**src/rtl/dcc_packet_framer_core_assert.svh**
```systemverilog
// Assertion macros for the DCC packet framer.
// Each macro takes a label, a clock, a reset, a premise, a consequence and a message.
`ifndef DCC_PACKET_FRAMER_CORE_ASSERT_SVH
`define DCC_PACKET_FRAMER_CORE_ASSERT_SVH

// Consequence holds in the same cycle as the premise.
`define DCC_ASSERT_SAME(label, clk, rst, pre, con, msg) \
  label: assert property (@(posedge clk) disable iff (rst) (pre) |-> (con)) \
    else $error(msg);

// Consequence holds in the cycle after the premise.
`define DCC_ASSERT_NEXT(label, clk, rst, pre, con, msg) \
  label: assert property (@(posedge clk) disable iff (rst) (pre) |=> (con)) \
    else $error(msg);

`endif

```
**src/rtl/dcc_pkg.sv**
```systemverilog
// ---------------------------------------------------------------------------
// dcc_pkg
// Shared constants, codes and the cell record of the DCC packet framer.
// ---------------------------------------------------------------------------
`timescale 1ns / 1ps

package dcc_pkg;

  // Data bytes that the request can carry and the configured limit.
  localparam int MAX_DATA    = 5;
  localparam int DATA_FIELDS = 5;
  localparam int DATA_LIMIT  = (MAX_DATA < DATA_FIELDS) ? MAX_DATA : DATA_FIELDS;

  // Two address bytes, the data bytes and the check byte.
  localparam int ADDR_MAX = 2;
  localparam int CELLS    = ADDR_MAX + DATA_LIMIT + 1;
  localparam int POS_W    = $clog2(CELLS + 1);
  localparam int DIDX_W   = (DATA_FIELDS > 1) ? $clog2(DATA_FIELDS) : 1;

  // Packet kinds.
  localparam logic [2:0] KIND_IDLE  = 3'd0;
  localparam logic [2:0] KIND_MULTI = 3'd1;
  localparam logic [2:0] KIND_BASIC = 3'd2;
  localparam logic [2:0] KIND_OTHER = 3'd3;

  // Fixed byte patterns.
  localparam logic [7:0] IDLE_BYTE = 8'hFF;

  // One stage of the output chain.
  typedef struct packed {
    logic       vld;
    logic [7:0] data;
    logic       last;
  } cell_t;

endpackage

```
**src/rtl/dcc_req_if.sv**
```systemverilog
// ---------------------------------------------------------------------------
// dcc_req_if
// Packet request channel: kind, address form, address and data bytes.
// ---------------------------------------------------------------------------
`timescale 1ns / 1ps

interface dcc_req_if;
  logic       valid;
  logic       ready;
  logic [2:0] kind;
  logic       long_address;
  logic [13:0] address;
  logic [2:0] data_count;
  logic [7:0] data_0;
  logic [7:0] data_1;
  logic [7:0] data_2;
  logic [7:0] data_3;
  logic [7:0] data_4;

  modport source (
    output valid, kind, long_address, address, data_count,
           data_0, data_1, data_2, data_3, data_4,
    input  ready
  );
  modport sink (
    input  valid, kind, long_address, address, data_count,
           data_0, data_1, data_2, data_3, data_4,
    output ready
  );
endinterface

```
**src/rtl/dcc_byte_if.sv**
```systemverilog
// ---------------------------------------------------------------------------
// dcc_byte_if
// Packet byte channel: one byte per beat, last marks the check byte.
// ---------------------------------------------------------------------------
`timescale 1ns / 1ps

interface dcc_byte_if;
  logic       valid;
  logic       ready;
  logic [7:0] out_byte;
  logic       last;

  modport source (output valid, out_byte, last, input ready);
  modport sink (input valid, out_byte, last, output ready);
endinterface

```
**src/rtl/dcc_cell.sv**
```systemverilog
// ---------------------------------------------------------------------------
// dcc_cell
// One byte stage of the output chain: loads from the framer or takes the
// byte of its upstream neighbor when the chain advances.
// ---------------------------------------------------------------------------
`timescale 1ns / 1ps

module dcc_cell (
  input  logic          clk,
  input  logic          rst,
  input  logic          load,
  input  logic          shift,
  input  dcc_pkg::cell_t load_val,
  input  dcc_pkg::cell_t from_next,
  output dcc_pkg::cell_t cur
);

  logic       vld;
  logic [7:0] data;
  logic       last;

  // Occupancy flag
  always_ff @(posedge clk) begin
    if (rst) begin
      vld <= 1'b0;
    end else if (load) begin
      vld <= load_val.vld;
    end else if (shift) begin
      vld <= from_next.vld;
    end
  end

  // Byte and end marker
  always_ff @(posedge clk) begin
    if (load) begin
      data <= load_val.data;
      last <= load_val.last;
    end else if (shift) begin
      data <= from_next.data;
      last <= from_next.last;
    end
  end

  assign cur = '{vld: vld, data: data, last: last};

endmodule

```
**src/rtl/dcc_frame_load.sv**
```systemverilog
// ---------------------------------------------------------------------------
// dcc_frame_load
// Lays out one request as packed chain contents: address bytes, data bytes,
// then the XOR check byte, with the unused cells empty.
// ---------------------------------------------------------------------------
`timescale 1ns / 1ps

module dcc_frame_load (
  dcc_req_if.sink  req,
  output dcc_pkg::cell_t frame [dcc_pkg::CELLS]
);

  logic [7:0]                   data [dcc_pkg::DATA_FIELDS];
  logic [7:0]                   addr_0;
  logic [7:0]                   addr_1;
  logic [dcc_pkg::POS_W-1:0]    n_addr;
  logic [dcc_pkg::POS_W-1:0]    n_data;
  logic                         supported;
  logic [7:0]                   chk;

  function automatic logic [dcc_pkg::POS_W-1:0] POS_W_EXT(input logic [2:0] v);
    POS_W_EXT = dcc_pkg::POS_W'(v);
  endfunction

  assign data[0] = req.data_0;
  assign data[1] = req.data_1;
  assign data[2] = req.data_2;
  assign data[3] = req.data_3;
  assign data[4] = req.data_4;

  // Address bytes by kind
  always_comb begin
    addr_0    = 8'h00;
    addr_1    = 8'h00;
    n_addr    = '0;
    supported = 1'b1;
    unique case (req.kind)
      dcc_pkg::KIND_IDLE: begin
        addr_0 = dcc_pkg::IDLE_BYTE;
        n_addr = dcc_pkg::POS_W'(1);
      end
      dcc_pkg::KIND_MULTI: begin
        if (req.long_address) begin
          addr_0 = {2'b11, req.address[13:8]};
          addr_1 = req.address[7:0];
          n_addr = dcc_pkg::POS_W'(2);
        end else begin
          addr_0 = {1'b0, req.address[6:0]};
          n_addr = dcc_pkg::POS_W'(1);
        end
      end
      dcc_pkg::KIND_BASIC: begin
        addr_0 = {2'b10, req.address[5:0]};
        addr_1 = {1'b1, ~req.address[8:6], 1'b1, req.data_0[2:0]};
        n_addr = dcc_pkg::POS_W'(2);
      end
      dcc_pkg::KIND_OTHER: begin
        n_addr = '0;
      end
      default: begin
        supported = 1'b0;
      end
    endcase
  end

  // Saturated data count
  assign n_data = (POS_W_EXT(req.data_count) > dcc_pkg::POS_W'(dcc_pkg::DATA_LIMIT))
                ? dcc_pkg::POS_W'(dcc_pkg::DATA_LIMIT) : POS_W_EXT(req.data_count);

  // Check byte over address and data bytes
  always_comb begin
    chk = 8'h00;
    if (n_addr > dcc_pkg::POS_W'(0)) chk = chk ^ addr_0;
    if (n_addr > dcc_pkg::POS_W'(1)) chk = chk ^ addr_1;
    for (int k = 0; k < dcc_pkg::DATA_LIMIT; k++) begin
      if (dcc_pkg::POS_W'(k) < n_data) chk = chk ^ data[k];
    end
  end

  // Place each byte in its cell
  always_comb begin
    logic [dcc_pkg::POS_W-1:0] pos;
    logic [dcc_pkg::POS_W-1:0] didx;
    for (int p = 0; p < dcc_pkg::CELLS; p++) begin
      pos      = dcc_pkg::POS_W'(p);
      didx     = pos - n_addr;
      frame[p] = '{vld: 1'b0, data: 8'h00, last: 1'b0};
      if (supported) begin
        if (pos < n_addr) begin
          frame[p] = '{vld: 1'b1, data: (pos == '0) ? addr_0 : addr_1, last: 1'b0};
        end else if (didx < n_data) begin
          frame[p] = '{vld: 1'b1, data: data[didx[dcc_pkg::DIDX_W-1:0]], last: 1'b0};
        end else if (didx == n_data) begin
          frame[p] = '{vld: 1'b1, data: chk, last: 1'b1};
        end
      end
    end
  end

endmodule

```
**src/rtl/dcc_packet_framer_core.sv**
```systemverilog
// ---------------------------------------------------------------------------
// dcc_packet_framer_core
// Frames a DCC control packet request into its byte stream with an XOR
// check byte; the bytes leave through a row of shifting cells.
// ---------------------------------------------------------------------------
//  channel  dir  beat contents
//  req      in   kind, long_address, address, data_count, data_0..data_4
//  pkt      out  out_byte, last (set on the check byte)
//
//  A packet of n bytes (address bytes + data bytes + check byte, 1 to 8)
//  occupies the cell chain until its check byte is handed off; one byte
//  leaves per cycle while pkt is ready. The next request is taken in the
//  cycle the final byte is handed off, so packets follow each other with
//  no gap. An unsupported kind takes one beat and yields no bytes. Reset
//  empties the chain; a stall on pkt holds every cell in place.
// ---------------------------------------------------------------------------
`timescale 1ns / 1ps
`include "dcc_packet_framer_core_assert.svh"

module dcc_packet_framer_core (
  input  logic      clk,
  input  logic      rst,
  dcc_req_if.sink   req,
  dcc_byte_if.source pkt
);

  dcc_pkg::cell_t frame [dcc_pkg::CELLS];
  dcc_pkg::cell_t cells [dcc_pkg::CELLS];
  logic           load;
  logic           shift;

  // Request framing
  dcc_frame_load u_load (
    .req   (req),
    .frame (frame)
  );

  // Chain control: take a request when the chain is empty or only the head byte is left and leaving
  assign shift     = cells[0].vld && pkt.ready;
  assign req.ready = !cells[1].vld && (!cells[0].vld || pkt.ready);
  assign load      = req.valid && req.ready;

  // Cell chain, head at index zero
  for (genvar i = 0; i < dcc_pkg::CELLS; i++) begin : g_cell
    dcc_pkg::cell_t nxt;
    if (i == dcc_pkg::CELLS - 1) begin : g_tail
      assign nxt = '{vld: 1'b0, data: 8'h00, last: 1'b0};
    end else begin : g_mid
      assign nxt = cells[i+1];
    end
    dcc_cell u_cell (
      .clk       (clk),
      .rst       (rst),
      .load      (load),
      .shift     (shift),
      .load_val  (frame[i]),
      .from_next (nxt),
      .cur       (cells[i])
    );
  end

  // Output from the head cell
  assign pkt.valid    = cells[0].vld;
  assign pkt.out_byte = cells[0].data;
  assign pkt.last     = cells[0].last;

  // Checks
  `DCC_ASSERT_SAME(a_ready_drained, clk, rst, req.ready, !cells[1].vld,
    "request taken while chain still holds bytes")
  `DCC_ASSERT_SAME(a_chain_packed, clk, rst, !cells[0].vld, !cells[1].vld,
    "gap at the head of the cell chain")
  `DCC_ASSERT_SAME(a_last_is_tail, clk, rst, cells[0].vld && cells[0].last,
    !cells[1].vld, "bytes queued behind the check byte")
  `DCC_ASSERT_NEXT(a_load_shows, clk, rst, load && !req.kind[2], pkt.valid,
    "supported request produced no byte")

endmodule

```
**src/flat_wrapper.sv**
```systemverilog
// flat-port wrapper written by rule: the top's interface ports become plain ports
module dcc_packet_framer_core_flat 
  (clk, rst, req_valid, req_kind, req_long_address, req_address, req_data_count, req_data_0, req_data_1, req_data_2, req_data_3, req_data_4, req_ready, pkt_valid, pkt_out_byte, pkt_last, pkt_ready);
  dcc_req_if req_i ();
  dcc_byte_if pkt_i ();
  input  logic clk;
  input  logic rst;
  input wire logic [$bits(req_i.valid)-1:0] req_valid;
  input wire logic [$bits(req_i.kind)-1:0] req_kind;
  input wire logic [$bits(req_i.long_address)-1:0] req_long_address;
  input wire logic [$bits(req_i.address)-1:0] req_address;
  input wire logic [$bits(req_i.data_count)-1:0] req_data_count;
  input wire logic [$bits(req_i.data_0)-1:0] req_data_0;
  input wire logic [$bits(req_i.data_1)-1:0] req_data_1;
  input wire logic [$bits(req_i.data_2)-1:0] req_data_2;
  input wire logic [$bits(req_i.data_3)-1:0] req_data_3;
  input wire logic [$bits(req_i.data_4)-1:0] req_data_4;
  output wire logic [$bits(req_i.ready)-1:0] req_ready;
  output wire logic [$bits(pkt_i.valid)-1:0] pkt_valid;
  output wire logic [$bits(pkt_i.out_byte)-1:0] pkt_out_byte;
  output wire logic [$bits(pkt_i.last)-1:0] pkt_last;
  input wire logic [$bits(pkt_i.ready)-1:0] pkt_ready;
  assign req_i.valid = req_valid;
  assign req_i.kind = req_kind;
  assign req_i.long_address = req_long_address;
  assign req_i.address = req_address;
  assign req_i.data_count = req_data_count;
  assign req_i.data_0 = req_data_0;
  assign req_i.data_1 = req_data_1;
  assign req_i.data_2 = req_data_2;
  assign req_i.data_3 = req_data_3;
  assign req_i.data_4 = req_data_4;
  assign req_ready = req_i.ready;
  assign pkt_valid = pkt_i.valid;
  assign pkt_out_byte = pkt_i.out_byte;
  assign pkt_last = pkt_i.last;
  assign pkt_i.ready = pkt_ready;
  dcc_packet_framer_core u_core (.clk(clk), .rst(rst), .req(req_i), .pkt(pkt_i));
endmodule
```
**config.mk**
```make
export PLATFORM = sky130hd
export DESIGN_NAME = dcc_packet_framer_core_flat
export DESIGN_NICKNAME = d
export VERILOG_FILES = /design/src/rtl/dcc_pkg.sv /design/src/rtl/dcc_req_if.sv /design/src/rtl/dcc_byte_if.sv /design/src/rtl/dcc_cell.sv /design/src/rtl/dcc_frame_load.sv /design/src/rtl/dcc_packet_framer_core.sv /design/src/flat_wrapper.sv
export VERILOG_INCLUDE_DIRS = /design/src /design/src/rtl
export SDC_FILE = /design/constraint.sdc
export NUM_CORES = 1
export LEC_CHECK = 0
export ABC_CLOCK_PERIOD_IN_PS = 6400
export BUFFER_PORTS_ARGS = -buffer_cell sky130_fd_sc_hd__buf_2
export CORE_MARGIN = 5
export CORE_UTILIZATION = 30
export DETAILED_ROUTE_END_ITERATION = 6
export PLACE_DENSITY_LB_ADDON = 0.05
export SYNTH_ARGS = -nofsm -noshare
export SYNTH_HDL_FRONTEND = slang
export SYNTH_SLANG_ARGS = --single-unit
```
**constraint.sdc**
```tcl
create_clock -name clk -period 6.4 [get_ports clk]
set_input_delay 0 -clock clk [delete_from_list [all_inputs] [get_ports clk]]
set_output_delay 0 -clock clk [all_outputs]
set_load 0.02 [all_outputs]
```
==> summary.md, run 1 <==
| Metric | Value |
|---|---|
| Endpoints failing setup | 0 |
| DP HPWL | around 19000 um |
| Boundary pin count | 76 |
| Initial drt markers | 600 |
| Fraction of registers with async set/reset | 0% |
| Gr ovfl total | 0 |
| Die area | 24100 um2 |
| CP startpoint kind | input port |
| Pleak | 2.71 nW |
| Pwr per Cell Area | between 200 and 250 nW/um2 |
| Crit end category | flip-flop |
| Critical Path RT | between 6 and 7 ns |
| Placer Congestion | ~0.9 |
| Post-Synthesis Cells | 717 |
| Clk_lat worst skew | around 0.36 ns |
| Setup_tns | 0 ns |
| Post-synth EDFFs | 72 |
| Reg2Reg Setup Slack | about 3.4 ns |
| CTS Root Cell | clkbuf_16 |
| Via Count | between 6000 and 7000 |
| Width of the die | roughly 160 um |
| Synth top area cells | edfxtp_1 (34%), nand2_1 (6.9%), a21oi_1 (4.5%) |
| Sequential cell area | between 2000 and 2500 um2 |
| # diodes | 0 |
| DRT Wirelength | around 27000 um |
| Top post-synthesis cells by count | nand2_1 (117), edfxtp_1 (72), a21oi_1 (57) |
| Final hold viol count | 0 |
| # port buffers | 75 |
| Filler Cells Inserted | between 2000 and 2500 |
| Crit path buffers/inverters | 4 |
| Synth warnings | 0 |
| Slew @ Worst Pin | approximately 1.1 ns |
| CTS buffer count | 9 |
| Synthesized cell area | between 6000 and 7000 um2 |
| Slew HR | roughly a quarter |
| Crit Path Class | input port to flip-flop |
| Fin nets | 845 |
| Drc violations | 0 |
| Critical Path Fanout Max | 33 |
| Antenna Nets Post-Route | 0 |
| CP Cell Sequence | buf_2, nor2b_1, o21bai_1, buf_4, inv_2, ha_1, clkinv_1, ha_1, a21oi_1, nor3b_1, o311a_1, nor3_1 |
| Share of cells above drive strength 1 | roughly 15% |
| Final design utilization | 34.7% |
| Syn_area_per_cell | between 8 and 9 um2 |
| Fin crit share | between 70% and 80% |
| Core footprint | 20900 um2 |
| Max frequency | roughly 220 MHz |
| Initial Utilization | around 30% |
| CTS max path bufs | 2 |
| Post-CTS setup buffers | 0 |
| Cts repair resizes | 0 |
| Crit path top cell by count | ha_1 |
| Crit-path slowest cell | a21oi_1 |
| Post-synthesis cell type with the largest combined area | edfxtp_1 |
| Main synth FF type | edfxtp_1 |
| Cell row count | 53 |
| Area growth from synthesis to layout | 14.1% |
| Synth Net Count | about 800 |
| Die Y-Extent | 155 um |
| Worst-path clk slew | about 0.070 ns |
| Sink Count | 80 |
| Number of distinct library cells after synthesis | approximately 70 |
| CP peak stage delay | 0.81 ns |
| Hold crit path type | input port to flip-flop |
| TritonRoute pass-1 iters | 5 |
| Mean number of vias per cell | between 5 and 6 |
| Peak supply drop | between 0.1 and 0.15 mV |
| Status | completed |
| RSZ-0062 raised after global routing | no |
| Max Cap Viol | 0 |
| Largest net degree at the start of global routing | 80 |
| Number of global-route vias before repair | between 5000 and 6000 |
| Sequential area share after synthesis | between 30% and 40% |
| CP delay by family, top | buffers and inverters |
| Min Tclk post-route | around 4.6 ns |
| Wire per inst | about 26 um |
| Data arrival time of the critical path | just under 5 ns |
| H-tree levels | 3 |
| Share of the synthesized area in the top cell type | between 30% and 40% |
| Max Slew Vio Count | 0 |
| Total Routing Usage GR | between 20% and 30% |
| Clk_skew | roughly 0.012 ns |
| First-pass GRT wire length | a little under 40000 um |
| #FFs+latches synth | 80 |
| Most frequent cell after synthesis | nand2_1 |
| Multi-input logic area | between 3000 and 4000 um2 |
| Number of antenna violations at the first check in global routing | 0 |
| TritonCTS clock tree | done |
-- tightest hold or removal path, delay by kind of cell --
kind            cells  cell delay [ns]
buf+inv             1             0.09
compound gates      1             0.12
simple gates        1             0.18
-- layout by cell type, fill, tap and decap left out, types with 4 or more instances in the layout --
| cell | count |
|---|---|
| o2bb2ai_1 | 7 |
| buf_2 | 75 |
| dfxtp_1 | 8 |
| o21ai_0 | 34 |
| o211ai_1 | 20 |
| clkbuf_16 | 9 |
| o221ai_1 | 20 |
| a32o_1 | 7 |
| a221oi_1 | 4 |
| nor2b_1 | 10 |
| nand4b_1 | 7 |
| buf_4 | 7 |
| a22oi_1 | 22 |
| xnor2_1 | 21 |
| nand2b_1 | 6 |
| a21o_1 | 4 |
| xnor3_2 | 5 |
| o211a_1 | 4 |
| a311oi_1 | 4 |
| nand2_1 | 117 |
| nand4_1 | 4 |
| o21bai_1 | 4 |
| inv_1 | 9 |
| or3_1 | 10 |
| o22ai_1 | 8 |
| o21ai_1 | 26 |
| mux2i_1 | 26 |
| ha_1 | 17 |
| nor2_1 | 38 |
| mux2_2 | 5 |
| nand3_1 | 23 |
| edfxtp_1 | 72 |
| a21oi_1 | 57 |
| a31oi_1 | 8 |
| xor2_1 | 10 |
-- layer usage --
metal | vias to the layer above | track usage, % | share of wire [%]
met5 | - | 0 | 0
met4 | 0 | 9.50 | 4.4
met3 | 52 | 4.81 | 7.3
met2 | 281 | 32.1 | 44
met1 | 2968 | 29.7 | 44
li1 | 2811 | - | -
-- state kept, by name (all words and copies together) (netlist names) --
signal / cells
u_core.g_cell.u_cell.data: 64
u_core.g_cell.u_cell.last: 8
u_core.g_cell.u_cell.vld: 8
-- worst paths after layout --
kind / from / depth (start not counted) / endpoint
setup reg to reg: u_core.g_cell[1].u_cell.vld / 6 / u_core.g_cell[1].u_cell.data[0]
setup / recovery: req_kind[1] / 12 / u_core.g_cell[2].u_cell.vld
hold reg to reg: u_core.g_cell[1].u_cell.vld / 2 / u_core.g_cell[1].u_cell.vld
hold / removal: req_valid / 3 / u_core.g_cell[0].u_cell.vld
-- kinds of logic (layout without fill, tap and decap cells) --
logic type / count (synthesis) / after routing / synth area share, %
buffers and inverters: 63 / 114 / 4.32
multiplexers: 31 / 31 / 4.99
flip-flops: 80 / 80 / 36.6
AO/OA/AOI/OAI: 248 / 248 / 25.9
XOR/XNOR: 39 / 39 / 7.12
adder cells (fa/ha/maj): 17 / 17 / 3.35
AND/OR/NAND/NOR: 239 / 239 / 17.6
-- timing repair --
item / in CTS / in global routing
endpoints found under the hold margin: 8 / 0
hold buffers: 2 / 0
setup endpoints to repair: 0 / 0
-- layout make-up --
class,count,area share (%)
clock inverters,5,1.11
repair buffers,84,6.19
clock buffers,11,3.22
multi-input cells,574,51.9
inverters,14,0.726
flip-flops and latches,80,32.1
well taps,275,4.75
-- power breakdown --
group | internal [mW] | leakage, nW | switching [mW]
combinational | 0.179 | 1.78 | 0.360
sequential | 0.657 | 0.784 | 0.0204
clock | 0.343 | 0.148 | 0.234
-- stage by stage --
stage | setup slack [ns] | power (mW) | hold WS [ns] | area [um2] | cells
after global routing | 1.49 | 1.87 | 0.131 | 7240 | 1043
after CTS | 1.98 | 1.80 | 0.0965 | 7240 | 1043
final | 1.84 | 1.79 | 0.106 | 7240 | 1043
after detailed placement | 1.64 | 1.22 | 0.318 | 6910 | 1025
after floorplan | 1.73 | 1.03 | 0.193 | 6340 | 717
after global placement | 1.83 | 1.22 | 0.318 | 6910 | 1025
Note: power is estimated with default switching activity, not from simulation.
==> inputs of run 2 (changes only) <==
--- a/config.mk
+++ b/config.mk
@@ -6,7 +6,7 @@
 export SDC_FILE = /design/constraint.sdc
 export NUM_CORES = 1
 export LEC_CHECK = 0
-export ABC_CLOCK_PERIOD_IN_PS = 6400
+export ABC_CLOCK_PERIOD_IN_PS = 3850
 export BUFFER_PORTS_ARGS = -buffer_cell sky130_fd_sc_hd__buf_2
 export CORE_MARGIN = 5
 export CORE_UTILIZATION = 30
==> constraint.sdc (replaced) <==
create_clock -name clk -period 3.85 [get_ports clk]
set_input_delay 0 -clock clk [delete_from_list [all_inputs] [get_ports clk]]
set_output_delay 0 -clock clk [all_outputs]
set_load 0.02 [all_outputs]
==> summary.md, run 2 (same netlist as run 1, synthesis figures left out) <==
| Metric | Value |
|---|---|
| First-pass GRT wire length | 39300 um |
| Initial Utilization | slightly above 30% |
| TritonCTS clock tree | done |
| Crit Path Class | input port to flip-flop |
| Reg2Reg Setup Slack | a little under 1 ns |
| Worst-path clk slew | about 0.060 ns |
| Core footprint | approximately 21000 um2 |
| Cell row count | between 50 and 60 |
| # port buffers | 75 |
| Most common cell after layout, fill and taps aside | nand2_1 |
| Mean number of vias per cell | between 5 and 6 |
| Status | completed |
| R2r endpoint | u_core.g_cell[1].u_cell.data[0] |
| Max Slew Vio Count | 0 |
| Largest net degree at the start of global routing | 80 |
| Critical Path RT | ~4 ns |
| Data arrival time of the critical path | roughly 3 ns |
| H-tree levels | 3 |
| Internal | 1.83 mW |
| Most frequent cells in the layout | nand2_1 (117), buf_2 (75), edfxtp_1 (72), a21oi_1 (57), nor2_1 (38) |
| Critical Path Fanout Max | 32 |
| CP startpoint kind | input port |
| Multi-input logic area | roughly 3800 um2 |
| RSZ-0062 raised after global routing | no |
| DP HPWL | 18300 um |
| Filler Cells Inserted | between 2000 and 2500 |
| Final hold viol count | 0 |
| Fin cells | ~1100 |
| Wire per inst | 25.3 um |
| Hold_ws | between 0.08 and 0.09 ns |
| Pleak | 2.75 nW |
| CTS max path bufs | 2 |
| Number of global-route vias before repair | between 5000 and 6000 |
| Clk_lat worst skew | about 0.35 ns |
| Combinational share of power | about a third |
| Initial drt markers | 683 |
| Slew @ Worst Pin | approximately 1.3 ns |
| Worst R2R Start | u_core.g_cell[1].u_cell.vld |
| Gr ovfl total | 0 |
| WHS Endpoint | u_core.g_cell[0].u_cell.vld |
| DRT Wirelength | 26600 um |
| Max frequency | around 330 MHz |
| Die Y-Extent | around 160 um |
| Boundary pin count | 76 |
| Width of the die | approximately 160 um |
| Largest registers | u_core.g_cell.u_cell.data x64, u_core.g_cell.u_cell.last x8, u_core.g_cell.u_cell.vld x8 |
| Pwr per Cell Area | just under 400 nW/um2 |
| Max Cap Viol | 0 |
| # diodes | 0 |
| Area growth from synthesis to layout | 14.8% |
| DP Cell Count | slightly above 1000 |
| Clock Power Share | between 20% and 30% |
| Max reg flops | 64 |
| Final design utilization | between 30% and 40% |
| Number of antenna violations at the first check in global routing | 0 |
| Sink Count | 80 |
| Slew HR | between 10% and 20% |
| Hold crit path type | input port to flip-flop |
| Antenna Nets Post-Route | 0 |
| Via Count | about 6200 |
| Setup_tns | 0 ns |
| Fin nets | ~860 |
| Endpoints failing setup | 0 |
| Total Routing Usage GR | a little over a fifth |
| Sw frac | a little over a third |
| Die area | about 24000 um2 |
| Fin crit share | approximately four fifths |
| Crit end category | flip-flop |
| Drc violations | 0 |
| Share of cells above drive strength 1 | 16.5% |
| Top reg by flops | u_core.g_cell.u_cell.data |
| CTS buffer count | 9 |
| Sequential power share | 39.7% |
| Placer Congestion | approximately 0.9 |
| Register-to-Register Path Depth | 6 |
| Clk_skew | between 0.006 and 0.007 ns |
| Sequential cell area | roughly 2300 um2 |
| CTS Root Cell | clkbuf_16 |
| Post-CTS setup buffers | 0 |
| Min Tclk post-route | between 3 and 4 ns |
| WHS Path Cells | 4 |
| Peak supply drop | ~0.21 mV |
| Cts repair resizes | 0 |
| Sw Pwr | 1.00 mW |
| TritonRoute pass-1 iters | 5 |
| Worst hold path startpoint | pkt_ready |
## run 2: cell types whose count changed in the layout (fill, tap and decap cells not counted), sizes merged
cell,previous run,this run
buf,82,92
clkinvlp,1,0
clkinv,3,7
bufinv,2,0
clkbuf,11,10
## run 2: final cells by class
cell class / instances / share of cell area (%)
clock inverter: 6 / 0.481
tap: 275 / 4.73
multi-input combinational: 574 / 51.7
sequential: 80 / 31.9
clock buffer: 10 / 3.15
inverter: 14 / 0.722
timing repair buffer: 94 / 7.36
## run 2: worst max path at each step
stage / start / end
after global placement: req_kind[0] / u_core.g_cell[4].u_cell.data[6]
after global routing: req_kind[0] / u_core.g_cell[4].u_cell.data[3]
final: req_kind[0] / u_core.g_cell[4].u_cell.data[3]
after detailed placement: req_kind[0] / u_core.g_cell[4].u_cell.data[3]
after CTS: req_kind[0] / u_core.g_cell[4].u_cell.data[3]
after floorplan: req_kind[1] / u_core.g_cell[2].u_cell.vld
## run 2: layer usage
layer | part of all wire [%] | vias to the layer above | track usage (%)
met5 | 0 | - | 0
met4 | 4.1 | 0 | 10.0
met2 | 47 | 321 | 34.3
met1 | 41 | 3001 | 29.1
li1 | - | 2825 | -
met3 | 8.2 | 62 | 3.62
## run 2: power by group through the flow
stage	clock, mW	sequential (mW)	combinational, mW
2_1_floorplan	0	1.15	0.551
3_3_place_gp	0	1.14	0.883
3_5_place_dp	0	1.14	0.886
4_1_cts	0.835	1.12	0.891
5_1_grt	0.875	1.13	0.973
6_report	0.814	1.13	0.898
## run 2: what timing repair did
| action | CTS | global route |
|---|---|---|
| endpoints found under the setup margin | 0 | 0 |
| hold buffers | 2 | 0 |
| hold endpoints to repair | 8 | 0 |
## run 2: critical path, stage by stage
cell	delay (ns)
buf_2	0.28
nor2b_1	0.54
o21bai_1	0.20
ha_1	0.35
ha_1	0.33
a21o_1	0.20
o21bai_1	0.97
o21ai_1	0.18
## run 2: metrics by stage
stage                     setup WS [ns]  area (um2)  total power [mW]
after floorplan                   0.715        6340              1.70
after global placement            0.633        6990              2.02
after detailed placement          0.574        6990              2.03
after CTS                         0.945        7280              2.85
after global routing              0.694        7280              2.98
final                             0.827        7280              2.84
==> inputs of run 3 (changes only) <==
--- a/config.mk
+++ b/config.mk
@@ -6,7 +6,7 @@
 export SDC_FILE = /design/constraint.sdc
 export NUM_CORES = 1
 export LEC_CHECK = 0
-export ABC_CLOCK_PERIOD_IN_PS = 3850
+export ABC_CLOCK_PERIOD_IN_PS = 2450
 export BUFFER_PORTS_ARGS = -buffer_cell sky130_fd_sc_hd__buf_2
 export CORE_MARGIN = 5
 export CORE_UTILIZATION = 30
==> constraint.sdc (replaced) <==
create_clock -name clk -period 2.45 [get_ports clk]
set_input_delay 0 -clock clk [delete_from_list [all_inputs] [get_ports clk]]
set_output_delay 0 -clock clk [all_outputs]
set_load 0.02 [all_outputs]
==> summary.md, run 3 (same netlist as run 1, synthesis figures left out) <==
| Metric | Value |
|---|---|
| Critical Path Fanout Max | 24 |
| Slew HR | about 54% |
| Met2 WL | between 10000 and 15000 um |
| Max Cap Viol | 0 |
| Area growth from synthesis to layout | 28.4% |
| Die Y-Extent | 155 um |
| CP startpoint kind | flip-flop |
| Peak supply drop | ~0.35 mV |
| Cts repair resizes | 0 |
| Post-CTS setup buffers | 0 |
| # port buffers | 75 |
| Crit-path slowest cell | and3_1 |
| Via Count | approximately 6400 |
| Core footprint | between 20000 and 25000 um2 |
| Min setup slack post-route | 0.192 ns |
| Most frequent cells in the layout | nand2_1 (117), buf_4 (80), buf_2 (75), edfxtp_1 (72), a21oi_1 (56) |
| # diodes | 0 |
| Number of global-route vias before repair | between 6000 and 7000 |
| Initial drt markers | 708 |
| Gr ovfl total | 0 |
| Fin nets | a little over 900 |
| Slew @ Worst Pin | just under 0.7 ns |
| Crit end category | flip-flop |
| TritonCTS clock tree | done |
| DRT Wirelength | 27300 um |
| Crit path top cell by count | o211ai_1 |
| Antenna Nets Post-Route | 0 |
| Die area | between 20000 and 25000 um2 |
| Min Tclk post-route | about 2.3 ns |
| Max reg flops | 64 |
| Data arrival time of the critical path | about 2.5 ns |
| DP HPWL | between 15000 and 20000 um |
| First-pass GRT wire length | 40900 um |
| Status | completed |
| Share of cells above drive strength 1 | approximately 25% |
| Met3 WL | between 1000 and 1500 um |
| M1 WL | approximately 11000 um |
| Mean number of vias per cell | about 5.7 |
| Cell row count | 53 |
| Pwr per Cell Area | 615 nW/um2 |
| Max Slew Vio Count | 0 |
| Final hold viol count | 0 |
| Worst hold path startpoint | req_valid |
| Total Routing Usage GR | roughly 22% |
| Largest registers | u_core.g_cell.u_cell.data x64, u_core.g_cell.u_cell.last x8, u_core.g_cell.u_cell.vld x8 |
| Drc violations | 0 |
| Fin cells | 1130 |
| Pleak | ~3.2 nW |
| Fin crit share | between 90 and 100% |
| Boundary pin count | between 70 and 80 |
| Clk_lat worst skew | around 0.35 ns |
| Register-to-Register Path Depth | 7 |
| CTS Root Cell | clkbuf_16 |
| DR top layer | met4 |
| Placer Congestion | roughly 0.89 |
| Top reg by flops | u_core.g_cell.u_cell.data |
| Crit Path Class | flip-flop to flip-flop |
| DP Cell Count | between 1000 and 1500 |
| Width of the die | 155 um |
| CP Cell Sequence | nand2b_1, or2_2, nor2_2, buf_12, and3_1, o211ai_1, o211ai_1 |
| WHS Endpoint | u_core.g_cell[0].u_cell.vld |
| Most common cell after layout, fill and taps aside | nand2_1 |
| Filler Cells Inserted | 2136 |
| CTS max path bufs | 2 |
| Initial Utilization | 30.4% |
| Reg2Reg Setup Slack | approximately 0.19 ns |
| Worst-path clk slew | approximately 0.070 ns |
| Endpoints failing setup | 0 |
| R2r endpoint | u_core.g_cell[0].u_cell.data[7] |
| Max frequency | approximately 440 MHz |
| Sink Count | 80 |
| RSZ-0062 raised after global routing | no |
| Worst R2R Start | u_core.g_cell[1].u_cell.vld |
| WHS Path Cells | 4 |
| CTS buffer count | 9 |
| H-tree levels | 3 |
| Critical Path RT | around 2.7 ns |
| Hold crit path type | input port to flip-flop |
| Number of antenna violations at the first check in global routing | 0 |
| Pre-CTS WS | -0.120 ns |
| CP peak stage delay | between 0.4 and 0.5 ns |
| TritonRoute pass-1 iters | 6 |
| Clk_skew | 0.00974 ns |
| Wire per inst | around 24 um |
| Largest net degree at the start of global routing | 75 |
## run 3: through the flow
step                      TNS, ns  utilization, %  hold slack [ns]  cell area [um2]  total power [mW]
after floorplan            -0.409               -            0.193             6470              2.70
after global placement     -0.310            37.2            0.293             7780              3.39
after detailed placement   -0.679            37.2            0.302             7780              3.41
after CTS                       0            39.0           0.0996             8140              5.03
after global routing            0            39.0            0.131             8140              5.23
final                           0            39.0            0.111             8140              5.01
## run 3: layout make-up
type / count / area (um2) / area share [%]
multi-input combinational: 574 / 3800 / 46.7
sequential: 80 / 2320 / 28.5
clock buffer: 9 / 225 / 2.77
tap: 275 / 344 / 4.23
inverter: 14 / 57.6 / 0.707
clock inverter: 7 / 118 / 1.44
timing repair buffer: 171 / 1280 / 15.7
## run 3: what timing repair did
item	in CTS	in global routing
hold buffers	2	0
hold endpoints to repair	8	0
endpoints found under the setup margin	0	0
## run 3: critical path: cells and delay by family (launching register included)
| family | cells | cell delay, ns |
|---|---|---|
| and+or+nand+nor | 4 | 1.24 |
| DFF | 1 | 0.32 |
| AOI/OAI and AO/OA | 2 | 0.31 |
| buffers and inverters | 1 | 0.24 |
## run 3: how the worst max path moves through the flow
stage	from	slack (ns)	endpoint	cells after the start
after floorplan	req_kind[1]	-0.05	u_core.g_cell[2].u_cell.data[3]	14
after global placement	req_kind[0]	-0.14	u_core.g_cell[0].u_cell.data[6]	11
after detailed placement	req_kind[0]	-0.12	u_core.g_cell[0].u_cell.data[6]	11
after CTS	u_core.g_cell[1].u_cell.vld	0.13	u_core.g_cell[4].u_cell.data[7]	8
after global routing	u_core.g_cell[1].u_cell.vld	0.02	u_core.g_cell[4].u_cell.data[7]	8
final	u_core.g_cell[1].u_cell.vld	0.19	u_core.g_cell[0].u_cell.data[7]	7
## run 3: per-layer routing
| metal | GRT usage (%) | vias up |
|---|---|---|
| met4 | 7.79 | 0 |
| met5 | 0 | - |
| met2 | 39.3 | 252 |
| met1 | 27.8 | 3147 |
| met3 | 3.95 | 62 |
| li1 | - | 2987 |
## run 3: power breakdown
part | switching [mW] | leakage, nW | internal, mW
clock | 0.623 | 0.170 | 0.999
sequential | 0.0499 | 0.784 | 1.71
combinational | 0.951 | 2.27 | 0.672
